===== src/hw/rtl/msup_pkg.sv =====
`default_nettype none
package msup_pkg;

    localparam int SAMPLE_DEPTH     = 256;
    localparam int SAMPLE_PERIOD_MS = 1000;
    localparam int STREAK_LIMIT     = 3;

    localparam int SMP_IDX_W = (SAMPLE_DEPTH > 1) ? $clog2(SAMPLE_DEPTH) : 1;
    localparam int STREAK_W  = $clog2(STREAK_LIMIT + 1);
    localparam int SMP_W     = 96;

    localparam logic [15:0] BAT_MARGIN_MV = 16'd600;
    localparam logic [15:0] RANGE_MAX_MM  = 16'd3000;
    localparam logic [13:0] MIN_MOVE_MS   = 14'd1000;
    localparam logic [9:0]  MS_PER_S      = 10'd1000;
    // ceil(2^17 / 3): exact quotient for dividends below 2^17
    localparam logic [16:0] RECIP3        = 17'd43691;
    // ceil(2^10 / 5): exact quotient for dividends below 2^10
    localparam logic [7:0]  RECIP5        = 8'd205;

    typedef enum logic [1:0] {
        KIND_TICK  = 2'd0,
        KIND_FLY   = 2'd1,
        KIND_ABORT = 2'd2,
        KIND_CLEAR = 2'd3
    } t_kind;

    typedef enum logic [1:0] {
        ACT_NONE    = 2'd0,
        ACT_TAKEOFF = 2'd1,
        ACT_LAND    = 2'd2,
        ACT_HOLD    = 2'd3
    } t_action;

    typedef enum logic [1:0] {
        PH_IDLE  = 2'd0,
        PH_FLY   = 2'd1,
        PH_ABORT = 2'd2
    } t_phase;

    typedef enum logic [1:0] {
        END_NONE    = 2'd0,
        END_TIMER   = 2'd1,
        END_ABORTED = 2'd2
    } t_end;

    typedef enum logic [2:0] {
        CFG_HOVER_HEIGHT = 3'd0,
        CFG_HOVER_SEC    = 3'd1,
        CFG_MIN_BATTERY  = 3'd2,
        CFG_MIN_OBSTACLE = 3'd3,
        CFG_GUARDS       = 3'd4
    } t_cfg_idx;

    typedef struct packed {
        logic [31:0] now_ms;
        logic [15:0] battery_mv;
        logic [15:0] range_front;
        logic [15:0] range_back;
        logic [15:0] range_left;
        logic [15:0] range_right;
        logic [15:0] range_up;
        logic [15:0] range_down;
        logic signed [15:0] pos_x;
        logic signed [15:0] pos_y;
        logic signed [15:0] pos_z;
        logic [1:0]  kind;
    } t_in_item;

    typedef struct packed {
        logic [1:0]  action;
        logic [13:0] action_ms;
        logic        can_fly;
        logic        path_clear;
        logic        flying;
        logic [1:0]  mission_phase;
        logic [14:0] peak_altitude_mm;
        logic [1:0]  end_reason;
        logic [8:0]  samples_stored;
    } t_out_item;

    typedef struct packed {
        logic [11:0] hover_height_mm;
        logic [11:0] hover_seconds;
        logic [12:0] min_battery_mv;
        logic [11:0] min_obstacle_mm;
        logic        guards_enabled;
    } t_cfg;

    typedef struct packed {
        logic                 we;
        logic [SMP_IDX_W-1:0] addr;
        logic [SMP_W-1:0]     data;
    } t_smp_wr;

    function automatic logic [11:0] clamp_range(input logic [15:0] v);
        return (v > RANGE_MAX_MM) ? 12'd0 : v[11:0];
    endfunction

    // mm to 2 cm units; a clamped range stays below 3001, so no saturation
    function automatic logic [7:0] to_2cm(input logic [11:0] mm);
        logic [9:0]  q4;
        logic [17:0] prod;
        q4   = mm[11:2];
        prod = q4 * RECIP5;
        return prod[17:10];
    endfunction

endpackage
`default_nettype wire


===== src/hw/rtl/msup_if.sv =====
`default_nettype none
interface msup_in_if;
    logic               valid;
    logic               ready;
    msup_pkg::t_in_item data;
    modport source (output valid, output data, input ready);
    modport sink   (input valid, input data, output ready);
endinterface

interface msup_out_if;
    logic                valid;
    logic                ready;
    msup_pkg::t_out_item data;
    modport source (output valid, output data, input ready);
    modport sink   (input valid, input data, output ready);
endinterface

interface msup_cfg_if;
    logic        valid;
    logic        ready;
    logic [2:0]  index;
    logic [12:0] wdata;
    modport source (output valid, output index, output wdata, input ready);
    modport sink   (input valid, input index, input wdata, output ready);
endinterface
`default_nettype wire


===== src/hw/rtl/msup_sample_ram.sv =====
`default_nettype none
module msup_sample_ram (
    input  wire                 i_clk,
    input  msup_pkg::t_smp_wr   i_wr
);
    logic [msup_pkg::SMP_W-1:0] r_mem [msup_pkg::SAMPLE_DEPTH];

    always_ff @(posedge i_clk) begin
        if (i_wr.we) begin
            r_mem[i_wr.addr] <= i_wr.data;
        end
    end
endmodule
`default_nettype wire


===== src/hw/rtl/msup_seq.sv =====
`default_nettype none
module msup_seq (
    input  wire                  i_clk,
    input  wire                  i_rst_n,
    input  wire                  i_accept,
    input  msup_pkg::t_in_item   i_item,
    input  msup_pkg::t_cfg       i_cfg,
    output msup_pkg::t_out_item  o_result,
    output msup_pkg::t_smp_wr    o_smp_wr
);
    localparam logic [msup_pkg::STREAK_W-1:0] STREAK_W_LIMIT =
        msup_pkg::STREAK_W'(msup_pkg::STREAK_LIMIT);

    logic [1:0]                    r_phase, n_phase;
    logic                          r_fly, n_fly;
    logic [31:0]                   r_climb_end, n_climb_end;
    logic [31:0]                   r_land, n_land;
    logic [31:0]                   r_last_smp, n_last_smp;
    logic [msup_pkg::STREAK_W-1:0] r_bat_streak, n_bat_streak;
    logic [msup_pkg::STREAK_W-1:0] r_obs_streak, n_obs_streak;
    logic [14:0]                   r_peak, n_peak;
    logic [1:0]                    r_end, n_end;
    logic [8:0]                    r_cnt, n_cnt;

    logic [11:0] rng [6];
    logic [15:0] hh_x10;
    logic [32:0] hh_prod;
    logic [13:0] quot, move_ms;
    logic [21:0] hover_ms;
    logic [31:0] since_smp, to_land, to_climb;
    logic        can_fly, clear, low_bat, climbed, blocked;
    logic [15:0] bat_limit;
    logic [1:0]  action;
    logic [13:0] action_ms;

    always_comb begin
        rng[0] = msup_pkg::clamp_range(i_item.range_front);
        rng[1] = msup_pkg::clamp_range(i_item.range_back);
        rng[2] = msup_pkg::clamp_range(i_item.range_left);
        rng[3] = msup_pkg::clamp_range(i_item.range_right);
        rng[4] = msup_pkg::clamp_range(i_item.range_up);
        rng[5] = msup_pkg::clamp_range(i_item.range_down);
    end

    // takeoff and landing time at 0.3 m/s, floor 1 s
    assign hh_x10   = {1'b0, i_cfg.hover_height_mm, 3'b000}
                    + {3'b000, i_cfg.hover_height_mm, 1'b0};
    assign hh_prod  = hh_x10 * msup_pkg::RECIP3;
    assign quot     = hh_prod[30:17];
    assign move_ms  = (quot < msup_pkg::MIN_MOVE_MS) ? msup_pkg::MIN_MOVE_MS : quot;
    assign hover_ms = i_cfg.hover_seconds * msup_pkg::MS_PER_S;

    assign blocked = ((rng[0] != 12'd0) && (rng[0] < i_cfg.min_obstacle_mm))
                  || ((rng[1] != 12'd0) && (rng[1] < i_cfg.min_obstacle_mm))
                  || ((rng[2] != 12'd0) && (rng[2] < i_cfg.min_obstacle_mm))
                  || ((rng[3] != 12'd0) && (rng[3] < i_cfg.min_obstacle_mm));
    assign clear   = !blocked;
    assign can_fly = i_item.battery_mv >= {3'b000, i_cfg.min_battery_mv};

    assign bat_limit = {3'b000, i_cfg.min_battery_mv} - msup_pkg::BAT_MARGIN_MV;
    assign low_bat   = ({3'b000, i_cfg.min_battery_mv} >= msup_pkg::BAT_MARGIN_MV)
                    && (i_item.battery_mv != 16'd0) && (i_item.battery_mv < bat_limit);

    assign since_smp = i_item.now_ms - r_last_smp;
    assign to_land   = i_item.now_ms - r_land;
    assign to_climb  = i_item.now_ms - r_climb_end;
    assign climbed   = !to_climb[31];

    always_comb begin
        n_phase      = r_phase;
        n_fly        = r_fly;
        n_climb_end  = r_climb_end;
        n_land       = r_land;
        n_last_smp   = r_last_smp;
        n_bat_streak = r_bat_streak;
        n_obs_streak = r_obs_streak;
        n_peak       = r_peak;
        n_end        = r_end;
        n_cnt        = r_cnt;
        action       = msup_pkg::ACT_NONE;
        action_ms    = 14'd0;
        o_smp_wr.we   = 1'b0;
        o_smp_wr.addr = '0;
        o_smp_wr.data = {i_item.pos_x, i_item.pos_y, i_item.pos_z,
                         msup_pkg::to_2cm(rng[0]), msup_pkg::to_2cm(rng[1]),
                         msup_pkg::to_2cm(rng[2]), msup_pkg::to_2cm(rng[3]),
                         msup_pkg::to_2cm(rng[4]), msup_pkg::to_2cm(rng[5])};

        case (i_item.kind)
            msup_pkg::KIND_FLY:   n_phase = msup_pkg::PH_FLY;
            msup_pkg::KIND_ABORT: n_phase = msup_pkg::PH_ABORT;
            msup_pkg::KIND_CLEAR: n_cnt   = 9'd0;
            default: ;
        endcase

        if (r_fly && (since_smp >= 32'(msup_pkg::SAMPLE_PERIOD_MS))) begin
            n_last_smp = i_item.now_ms;
            // drop samples once the store is full
            if (n_cnt < 9'(msup_pkg::SAMPLE_DEPTH)) begin
                o_smp_wr.we   = i_accept;
                o_smp_wr.addr = n_cnt[msup_pkg::SMP_IDX_W-1:0];
                n_cnt         = n_cnt + 9'd1;
            end
        end

        if ((n_phase == msup_pkg::PH_FLY) && !r_fly) begin
            if (i_cfg.guards_enabled && (!can_fly || !clear)) begin
                n_phase = msup_pkg::PH_IDLE;
            end else begin
                n_fly        = 1'b1;
                n_cnt        = 9'd0;
                n_last_smp   = i_item.now_ms;
                n_bat_streak = '0;
                n_obs_streak = '0;
                n_peak       = 15'd0;
                n_end        = msup_pkg::END_NONE;
                n_climb_end  = i_item.now_ms + 32'(move_ms);
                n_land       = i_item.now_ms + 32'(move_ms) + 32'(hover_ms);
                action       = msup_pkg::ACT_TAKEOFF;
                action_ms    = move_ms;
            end
        end else if (n_phase == msup_pkg::PH_FLY) begin
            if (!i_item.pos_z[15] && (i_item.pos_z[14:0] > r_peak)) begin
                n_peak = i_item.pos_z[14:0];
            end
            if (!to_land[31]) begin
                n_end     = msup_pkg::END_TIMER;
                action    = msup_pkg::ACT_LAND;
                action_ms = move_ms;
                n_phase   = msup_pkg::PH_IDLE;
                n_fly     = 1'b0;
            end else begin
                if (climbed) begin
                    action = msup_pkg::ACT_HOLD;
                end
                if (!i_cfg.guards_enabled || !climbed) begin
                    n_bat_streak = '0;
                    n_obs_streak = '0;
                end else begin
                    if (!low_bat) begin
                        n_bat_streak = '0;
                    end else if (r_bat_streak < STREAK_W_LIMIT) begin
                        n_bat_streak = r_bat_streak + 1'b1;
                    end
                    if (clear) begin
                        n_obs_streak = '0;
                    end else if (r_obs_streak < STREAK_W_LIMIT) begin
                        n_obs_streak = r_obs_streak + 1'b1;
                    end
                end
                if ((n_bat_streak >= STREAK_W_LIMIT) || (n_obs_streak >= STREAK_W_LIMIT)) begin
                    n_phase = msup_pkg::PH_ABORT;
                end
            end
        end else if (n_phase == msup_pkg::PH_ABORT) begin
            if (r_fly) begin
                n_end     = msup_pkg::END_ABORTED;
                action    = msup_pkg::ACT_LAND;
                action_ms = move_ms;
                n_fly     = 1'b0;
            end
            n_phase = msup_pkg::PH_IDLE;
        end
    end

    assign o_result.action           = action;
    assign o_result.action_ms        = action_ms;
    assign o_result.can_fly          = can_fly;
    assign o_result.path_clear       = clear;
    assign o_result.flying           = n_fly;
    assign o_result.mission_phase    = n_phase;
    assign o_result.peak_altitude_mm = n_peak;
    assign o_result.end_reason       = n_end;
    assign o_result.samples_stored   = n_cnt;

    always_ff @(posedge i_clk) begin
        if (!i_rst_n) begin
            r_phase      <= msup_pkg::PH_IDLE;
            r_fly        <= 1'b0;
            r_climb_end  <= 32'd0;
            r_land       <= 32'd0;
            r_last_smp   <= 32'd0;
            r_bat_streak <= '0;
            r_obs_streak <= '0;
            r_peak       <= 15'd0;
            r_end        <= msup_pkg::END_NONE;
            r_cnt        <= 9'd0;
        end else if (i_accept) begin
            r_phase      <= n_phase;
            r_fly        <= n_fly;
            r_climb_end  <= n_climb_end;
            r_land       <= n_land;
            r_last_smp   <= n_last_smp;
            r_bat_streak <= n_bat_streak;
            r_obs_streak <= n_obs_streak;
            r_peak       <= n_peak;
            r_end        <= n_end;
            r_cnt        <= n_cnt;
        end
    end
endmodule
`default_nettype wire


===== src/hw/rtl/flight_mission_supervisor.sv =====
`default_nettype none
// Mission sequencer for a small hovering vehicle. Every input word is one control
// tick and yields exactly one result word carrying the action to take (takeoff or
// landing with its duration, or hold setpoint) and the phase, flying flag, peak
// altitude, end reason and sample count after that tick. The block takes one word
// per clock while its skid entry is empty: the whole tick update is combinational
// compare-and-update logic on the mission registers, and the once-a-second flight
// sample is written to a 256-entry sample memory in the same cycle. A two-entry
// output buffer lets the input take one more word while the output is stalled.
// Configuration registers are written through the configuration channel, which is
// ready whenever reset is released; write them only while no tick is in flight.
module flight_mission_supervisor (
    input  wire        i_clk,
    input  wire        i_rst_n,
    msup_in_if.sink    i_in,
    msup_out_if.source o_out,
    msup_cfg_if.sink   i_cfg
);
    msup_pkg::t_cfg      r_cfg;
    msup_pkg::t_out_item result;
    msup_pkg::t_smp_wr   smp_wr;
    msup_pkg::t_out_item r_out, r_skd;
    logic                r_out_v, r_skd_v;
    logic                accept;

    assign i_cfg.ready = i_rst_n;
    assign i_in.ready  = i_rst_n && !r_skd_v;
    assign accept      = i_in.valid && i_rst_n && !r_skd_v;

    always_ff @(posedge i_clk) begin
        if (!i_rst_n) begin
            r_cfg.hover_height_mm <= 12'd500;
            r_cfg.hover_seconds   <= 12'd10;
            r_cfg.min_battery_mv  <= 13'd3700;
            r_cfg.min_obstacle_mm <= 12'd200;
            r_cfg.guards_enabled  <= 1'b0;
        end else if (i_cfg.valid) begin
            unique case (i_cfg.index)
                msup_pkg::CFG_HOVER_HEIGHT: r_cfg.hover_height_mm <= i_cfg.wdata[11:0];
                msup_pkg::CFG_HOVER_SEC:    r_cfg.hover_seconds   <= i_cfg.wdata[11:0];
                msup_pkg::CFG_MIN_BATTERY:  r_cfg.min_battery_mv  <= i_cfg.wdata;
                msup_pkg::CFG_MIN_OBSTACLE: r_cfg.min_obstacle_mm <= i_cfg.wdata[11:0];
                msup_pkg::CFG_GUARDS:       r_cfg.guards_enabled  <= i_cfg.wdata[0];
                default: ;
            endcase
        end
    end

    msup_seq u_seq (
        .i_clk    (i_clk),
        .i_rst_n  (i_rst_n),
        .i_accept (accept),
        .i_item   (i_in.data),
        .i_cfg    (r_cfg),
        .o_result (result),
        .o_smp_wr (smp_wr)
    );

    msup_sample_ram u_ram (
        .i_clk (i_clk),
        .i_wr  (smp_wr)
    );

    assign o_out.valid = r_out_v;
    assign o_out.data  = r_out;

    always_ff @(posedge i_clk) begin
        if (!i_rst_n) begin
            r_out_v <= 1'b0;
            r_skd_v <= 1'b0;
        end else if (!r_out_v || o_out.ready) begin
            // advance: skid word first, else the new word
            if (r_skd_v) begin
                r_out_v <= 1'b1;
                r_skd_v <= 1'b0;
            end else begin
                r_out_v <= accept;
            end
        end else if (accept) begin
            r_skd_v <= 1'b1;
        end
    end

    always_ff @(posedge i_clk) begin
        if (!r_out_v || o_out.ready) begin
            r_out <= r_skd_v ? r_skd : result;
        end else if (accept) begin
            r_skd <= result;
        end
    end
endmodule
`default_nettype wire


===== src/flat_wrapper.sv =====
// flat-port wrapper written by rule: the top's interface ports become plain ports
module flight_mission_supervisor_flat 
  (i_clk, i_rst_n, i_in_valid, i_in_data, i_in_ready, o_out_valid, o_out_data, o_out_ready, i_cfg_valid, i_cfg_index, i_cfg_wdata, i_cfg_ready);
  msup_in_if i_in_i ();
  msup_out_if o_out_i ();
  msup_cfg_if i_cfg_i ();
  input  wire i_clk;
  input  wire i_rst_n;
  input wire logic [$bits(i_in_i.valid)-1:0] i_in_valid;
  input wire logic [$bits(i_in_i.data)-1:0] i_in_data;
  output wire logic [$bits(i_in_i.ready)-1:0] i_in_ready;
  output wire logic [$bits(o_out_i.valid)-1:0] o_out_valid;
  output wire logic [$bits(o_out_i.data)-1:0] o_out_data;
  input wire logic [$bits(o_out_i.ready)-1:0] o_out_ready;
  input wire logic [$bits(i_cfg_i.valid)-1:0] i_cfg_valid;
  input wire logic [$bits(i_cfg_i.index)-1:0] i_cfg_index;
  input wire logic [$bits(i_cfg_i.wdata)-1:0] i_cfg_wdata;
  output wire logic [$bits(i_cfg_i.ready)-1:0] i_cfg_ready;
  assign i_in_i.valid = i_in_valid;
  assign i_in_i.data = i_in_data;
  assign i_in_ready = i_in_i.ready;
  assign o_out_valid = o_out_i.valid;
  assign o_out_data = o_out_i.data;
  assign o_out_i.ready = o_out_ready;
  assign i_cfg_i.valid = i_cfg_valid;
  assign i_cfg_i.index = i_cfg_index;
  assign i_cfg_i.wdata = i_cfg_wdata;
  assign i_cfg_ready = i_cfg_i.ready;
  flight_mission_supervisor u_core (.i_clk(i_clk), .i_rst_n(i_rst_n), .i_in(i_in_i), .o_out(o_out_i), .i_cfg(i_cfg_i));
endmodule

===== config.mk =====
export PLATFORM = sky130hd
export DESIGN_NAME = flight_mission_supervisor_flat
export DESIGN_NICKNAME = d
export VERILOG_FILES = /design/src/hw/rtl/msup_pkg.sv /design/src/hw/rtl/msup_if.sv /design/src/hw/rtl/msup_sample_ram.sv /design/src/hw/rtl/msup_seq.sv /design/src/hw/rtl/flight_mission_supervisor.sv /design/src/flat_wrapper.sv
export SDC_FILE = /design/constraint.sdc
export NUM_CORES = 1
export LEC_CHECK = 0
export BUFFER_PORTS_ARGS = -buffer_cell sky130_fd_sc_hd__buf_2
export CORE_MARGIN = 1.5
export CORE_UTILIZATION = 35
export CTS_CLUSTER_SIZE = 28
export DETAILED_ROUTE_END_ITERATION = 8
export GPL_TIMING_DRIVEN = 1
export SLEW_MARGIN = 20
export SYNTH_ARGS = -nofsm -noshare
export SYNTH_HDL_FRONTEND = slang
export SYNTH_SLANG_ARGS = --single-unit
export TNS_END_PERCENT = 100

===== constraint.sdc =====
create_clock -name i_clk -period 18.2 [get_ports i_clk]
set_clock_uncertainty 0.15 [all_clocks]
set_input_delay 2.73 -clock i_clk [delete_from_list [all_inputs] [get_ports i_clk]]
set_output_delay 2.73 -clock i_clk [all_outputs]
set_load 0.1 [all_outputs]

# After elaboration in Yosys (flattened, before gate mapping)
# Cells that the tools add are included.
[op_classes]
n_addsub = 10
multipliers = 2
n_lt_le_gt_ge = 19
n_eq_ne = 10
mux = 69
bitwise = 3
n_reduce_logical = 44
[op_table]
columns = ["operator", "n"]
rows = [
  ["$mux 14", 7],
  ["$mux 32", 3],
  ["$sub 32x32->32", 3],
  ["$mux 2", 37],
  ["$gt 16x12->1 const B", 4],
  ["$mux 15", 4],
  ["$lt 12x12->1", 4],
  ["$mux 12", 4],
  ["$reduce_bool 12->1", 4],
  ["$mux 47", 1],
  ["$mux 9", 5],
  ["$add 32x14->32", 1],
  ["$add 32x22->32", 1],
  ["$ge 32x10->1 const B", 1],
  ["$mul 16x16->31 const B", 1],
  ["$mul 12x7->19 const B", 1],
  ["$add 15x13->16", 1],
  ["$ge 16x13->1", 1],
  ["$lt 16x16->1", 1],
  ["$reduce_bool 16->1", 1],
  ["$gt 15x15->1", 1],
  ["$lt 14x10->1 const B", 1],
  ["$sub 13x10->14 const B", 1],
  ["$ge 13x10->1 const B", 1],
  ["23 further kinds", 68],
]
[totals]
regBits = 275
out_inout_bits = 50

# Logic depth before layout (Yosys ltp)
[depth]
ltp_word = 19
ltp_mapped = 58
depth_no_buf = 57

# Modules after synthesis
# A second synthesis with hierarchy kept.
[hier_totals]
cells_unflattened = 3939
area_unflattened_um2 = 35072.4
[modules_own_cells]
columns = ["mod", "n_inst", "cells_per_inst", "area_each_um2"]
rows = [
  ["msup_seq", 1, 3588, 29608.4],
  ["flight_mission_supervisor", 1, 351, 5464.0],
]

# Least setup slack after synthesis
# OpenSTA, ideal clock, no wires.
[synth_timing]
kind = "reg-to-reg"
startpoint = "reg u_core.r_cfg[39] (netlist name)"
endpoint = "reg u_core.u_seq.r_land[23]"
setup_time_ns = 0.123
arrival_ns = 12.594
t_required_ns = 17.927
slack_ns = 5.333
stages_incl_launch_ff = 56
n_path_buf = 1
path_cell_list = "dfxtp_1 > ha_1 > a21o_1 > a21oi_1 > o21bai_1 > a21oi_1 > o21bai_1 > a21oi_1 > nor2b_1 > o21a_1 > o311ai_0 > inv_1 > xnor2_1 > ha_1 > inv_1 > fa_1 > inv_1 > fa_1 > [... 20 more ...] > o21ai_0 > a21boi_0 > o31a_1 > or2_2 > a21oi_1 > xnor2_1 > ha_1 > a21o_1 > a21o_1 > a21oi_1 > o21ai_0 > a21o_1 > a311o_1 > a41oi_1 > a211oi_1 > a211oi_1 > xnor2_1 > mux2i_1"
[synth_via]
elab_chain_cells = 6
[synth_rtl]
columns = ["item", "line", "rtl"]
rows = [
  ["from (decl)", "flight_mission_supervisor.sv:19", "msup_pkg::t_cfg r_cfg;"],
  ["$add 15x13->16 (*)", "msup_seq.sv:47", "+ {3'b000, i_cfg.hover_height_mm, 1'b0};"],
  ["$mul 16x16->31 (*)", "msup_seq.sv:48", "assign hh_prod = hh_x10 * msup_pkg::RECIP3;"],
  ["$lt 14x10->1", "msup_seq.sv:50", "assign move_ms = (quot < msup_pkg::MIN_MOVE_MS) ? msup_pkg::MIN_MOVE_MS : quot;"],
  ["$mux 14 (*)", "msup_seq.sv:50", ""],
  ["$add 32x14->32 (*)", "msup_seq.sv:118", "n_land = i_item.now_ms + 32'(move_ms) + 32'(hover_ms);"],
  ["$add 32x22->32 (*)", "msup_seq.sv:118", ""],
  ["to (signal assigned)", "msup_seq.sv:192", "r_land <= n_land;"],
  ["to (decl)", "msup_seq.sv:17", "logic [31:0] r_land, n_land;"],
]
# Mark *: on every way between the ends. The rest lies on a longest branch, timed or not.
# A chain may end at the register's enable or synchronous reset.

# Worst setup path after layout
[layout_timing]
startpoint = "reg u_core.r_cfg[38] (netlist name)"
endpoint = "reg u_core.u_seq.r_land[23]"
# The elaborated chain is that of the path after synthesis.

==> metrics.md <==
| Metric | Value |
|---|---|
| Overall Global Routing Usage | 18.0% |
| Leakage power | 13.2 nW |
| CTS Buf Count | 34 |
| Routed len/inst | 16.5 µm |
| DRT antenna net count | 0 |
| Initial antenna violation count | 5 |
| Die Wd | 275 µm |
| Status | finished clean |
| Placer Congestion | 0.899 |
| Maximum capacitance violations | 0 |
| # resized after CTS | 0 |
| Vias in the first global route | 20642 |
| R2R setup slack | 4090 ps |
| Clock Sink Count | 272 |
| Synthesized area per cell | 8.58 µm² |
| Crit Path Category | flip-flop to flip-flop |
| Setup bufs post-CTS | 0 |
| EDFF count, synth | 94 |
| Clock root buffer | clkbuf_16 |
| Hold Buf Count CTS | 0 |
| Critical Path Start Type | flip-flop |
| Hold Vio Cnt, Final | 0 |
| Die H | 275 µm |
| Post-Synthesis Cell Area | 0.0260 mm² |
| Sequential share of the synthesized area | 24.6% |
| Syn Nets | 3741 |
| I/O Pins | 265 |
| Core Footprint | 0.0732 mm² |
| Commonest non-fill, non-tap cell in the layout | inv_1 |
| Power Density | 183 mW/mm² |
| Starting Density | 35.5% |
| Maximum VDD drop | 224 µV |
| Share of layout cells above drive strength 1 | 10.2% |
| H-tree levels | 2 |
| Max Slew Vio Count | 0 |
| Slowest-stage cell, CP | a41oi_1 |
| Non-Filler Instances | 4167 |
| Clock buffer depth | 3 |
| RSZ-0062 raised after global routing | false |
| Measured slew at the worst slew-check pin | 1040 ps |
| Synth Flop Type | dfxtp_1 |
| First-pass GRT wire length | 110000 µm |
| Final Hold Slack | 300 ps |
| Via count of the routed design | 21578 |
| Area Growth Syn to Fin | 11.8% |
| Endpoint class of the critical path | flip-flop |
| Crit Path Max Fanout | 12 |
| Number of fill cells | 7487 |
| CP required | 18460 ps |
| Mapped Cells | 3028 |
| Worst-Skew Late Latency | 560 ps |
| Die area | 0.0759 mm² |
| Buffers on Ports | 200 |
| Final setup viols | 0 |
| Sum of negative setup slack | 0 ps |
| WL final | 68600 µm |
| Core Util, Final | 39.7% |
| Crit-path max cell delay | 750 ps |
| Placed cells | 4104 |
| Nets | 3894 |
| Crit-path most repeated cell | inv_1 |
| Min cycle time layout | 14110 ps |
| Most frequent cells in the layout | inv_1 (398), ha_1 (384), nand2_1 (316) |
| Post-DP HPWL | 53400 µm |
| Arr. time, crit path | 14360 ps |
| DR pass1 iterations | 5 |
| Synth warn | 0 |
| Synth Register Bits | 272 |
| Tcrit/Tclk final | 77.5% |
| Hold Path Class | flip-flop to flip-flop |
| Row count | 99 |
| DR iter-0 viols | 1380 |
| CTS tree | done |
| Grt total ovfl | 0 |
| DRC | 0 |
| Async set-or-reset flop fraction in the synthesized netlist | 0% |
| Largest net degree at the start of global routing | 80 |
| Highest Clock Rate | 70.9 MHz |
| Relative slew slack | 30.9% |
| Avg Vias per Cell | 5.18 |
| Clk slew on worst S/H paths | 60 ps |
| Synth cell types | 91 |
power breakdown:
| part | internal (mW) | switching [mW] | leakage [nW] |
|---|---|---|---|
| Clock | 0.389 | 0.285 | 0.543 |
| Combinational | 1.57 | 2.34 | 10.2 |
| Sequential | 0.696 | 0.0251 | 2.39 |
Yosys cell counts, drive strengths merged, types with 15 or more instances:
cell | count | share of area [%]
inv | 400 | 5.8
ha | 384 | 18
nand2 | 318 | 4.6
a21oi | 223 | 4.3
dfxtp | 178 | 14
nor2 | 146 | 2.1
fa | 114 | 8.8
o21ai | 112 | 2.2
edfxtp | 94 | 11
xnor2 | 85 | 2.9
clkbuf | 82 | 1.2
a21o | 75 | 2.2
nand3 | 69 | 1.3
and2 | 66 | 1.6
a211oi | 46 | 1.4
mux2i | 46 | 1.8
nor3 | 45 | 0.87
nand4 | 42 | 1.0
o211ai | 32 | 0.92
o21a | 30 | 0.87
xor2 | 29 | 0.98
a31oi | 28 | 0.67
nor2b | 28 | 0.67
nand2b | 27 | 0.65
or3 | 26 | 0.63
nor4 | 23 | 0.55
and3 | 21 | 0.52
nor3b | 20 | 0.58
buf | 19 | 0.44
or4 | 18 | 0.53
o31ai | 17 | 0.49
o311ai | 15 | 0.51
state kept, by name, indices dropped and copies added, names as in the netlist:
register	count
u_core.u_seq.r_climb_end	32
u_core.r_skd	47
u_core.u_seq.r_cnt	9
u_core.r_cfg	50
u_core.u_seq.r_obs_streak	2
u_core.u_seq.r_fly	1
u_core.r_skd_v	1
u_core.u_seq.r_peak	15
u_core.o_out.valid	1
u_core.u_seq.r_last_smp	32
u_core.u_seq.r_bat_streak	2
u_core.o_out.data	47
u_core.u_seq.r_land	29
u_core.u_seq.r_phase	2
u_core.u_seq.r_end	2
per-stage QoR:
stage               power, mW  setup WS (ps)  instance area (µm²)
CTS                      5.33           4170                29000
global placement         4.59           4340                27900
floorplan                3.76           5330                26000
detailed placement       4.61           4150                27900
global route             5.87           3100                29100
finish                   5.31           4090                29100
routing by layer:
| metal | share of wire, % | vias to the layer above | wire [µm] | global-route usage (%) |
|---|---|---|---|---|
| met3 | 5.1 | 77 | 3470 | 2.99 |
| met4 | 1.9 | 6 | 1310 | 4.41 |
| met2 | 46 | 434 | 31300 | 29.8 |
| li1 | - | 10969 | - | - |
| met1 | 47 | 10092 | 32500 | 24.3 |
| met5 | 0.050 | - | 34 | 0 |
cell families after synthesis:
kind of cell | Yosys count | share of synthesized area (%)
adder cells (fa/ha/maj) | 498 | 27.3
AO/OA/AOI/OAI | 697 | 17.8
XOR/XNOR | 114 | 3.84
multiplexers | 56 | 2.21
flip-flops | 272 | 24.6
AND/OR/NAND/NOR | 889 | 16.9
buffers and inverters | 502 | 7.42
worst paths after layout:
path / start / end / depth (start not counted)
worst max register to register: u_core.r_cfg[38] / u_core.u_seq.r_land[23] / 55
worst min-delay path: u_core.u_seq.r_land[19] / u_core.u_seq.r_land[19] / 2
worst max-delay path: u_core.r_cfg[38] / u_core.u_seq.r_land[23] / 55
worst min register to register: u_core.u_seq.r_land[19] / u_core.u_seq.r_land[19] / 2
worst max-delay path: cells and delay by family, from the launching register on:
kind / cells / cell delay, ps
AO/OA/AOI/OAI: 22 / 4930
adder cells (fa/ha/maj): 12 / 4510
AND/OR/NAND/NOR: 10 / 2410
XOR/XNOR: 3 / 940
flip-flops: 1 / 530
buffers and inverters: 7 / 380
multiplexers: 1 / 90
area by class of cell:
type / instances / area [µm²] / area share, %
multi-input combinational: 2254 / 17700 / 61.0
sequential: 272 / 6390 / 22.0
inverter: 401 / 1510 / 5.19
tap: 959 / 1200 / 4.13
timing repair buffer: 218 / 1140 / 3.91
clock buffer: 45 / 962 / 3.31
clock inverter: 16 / 131 / 0.452
antenna: 2 / 5.00 / 0.0172
No activity file was read; power rests on OpenSTA's default activity.
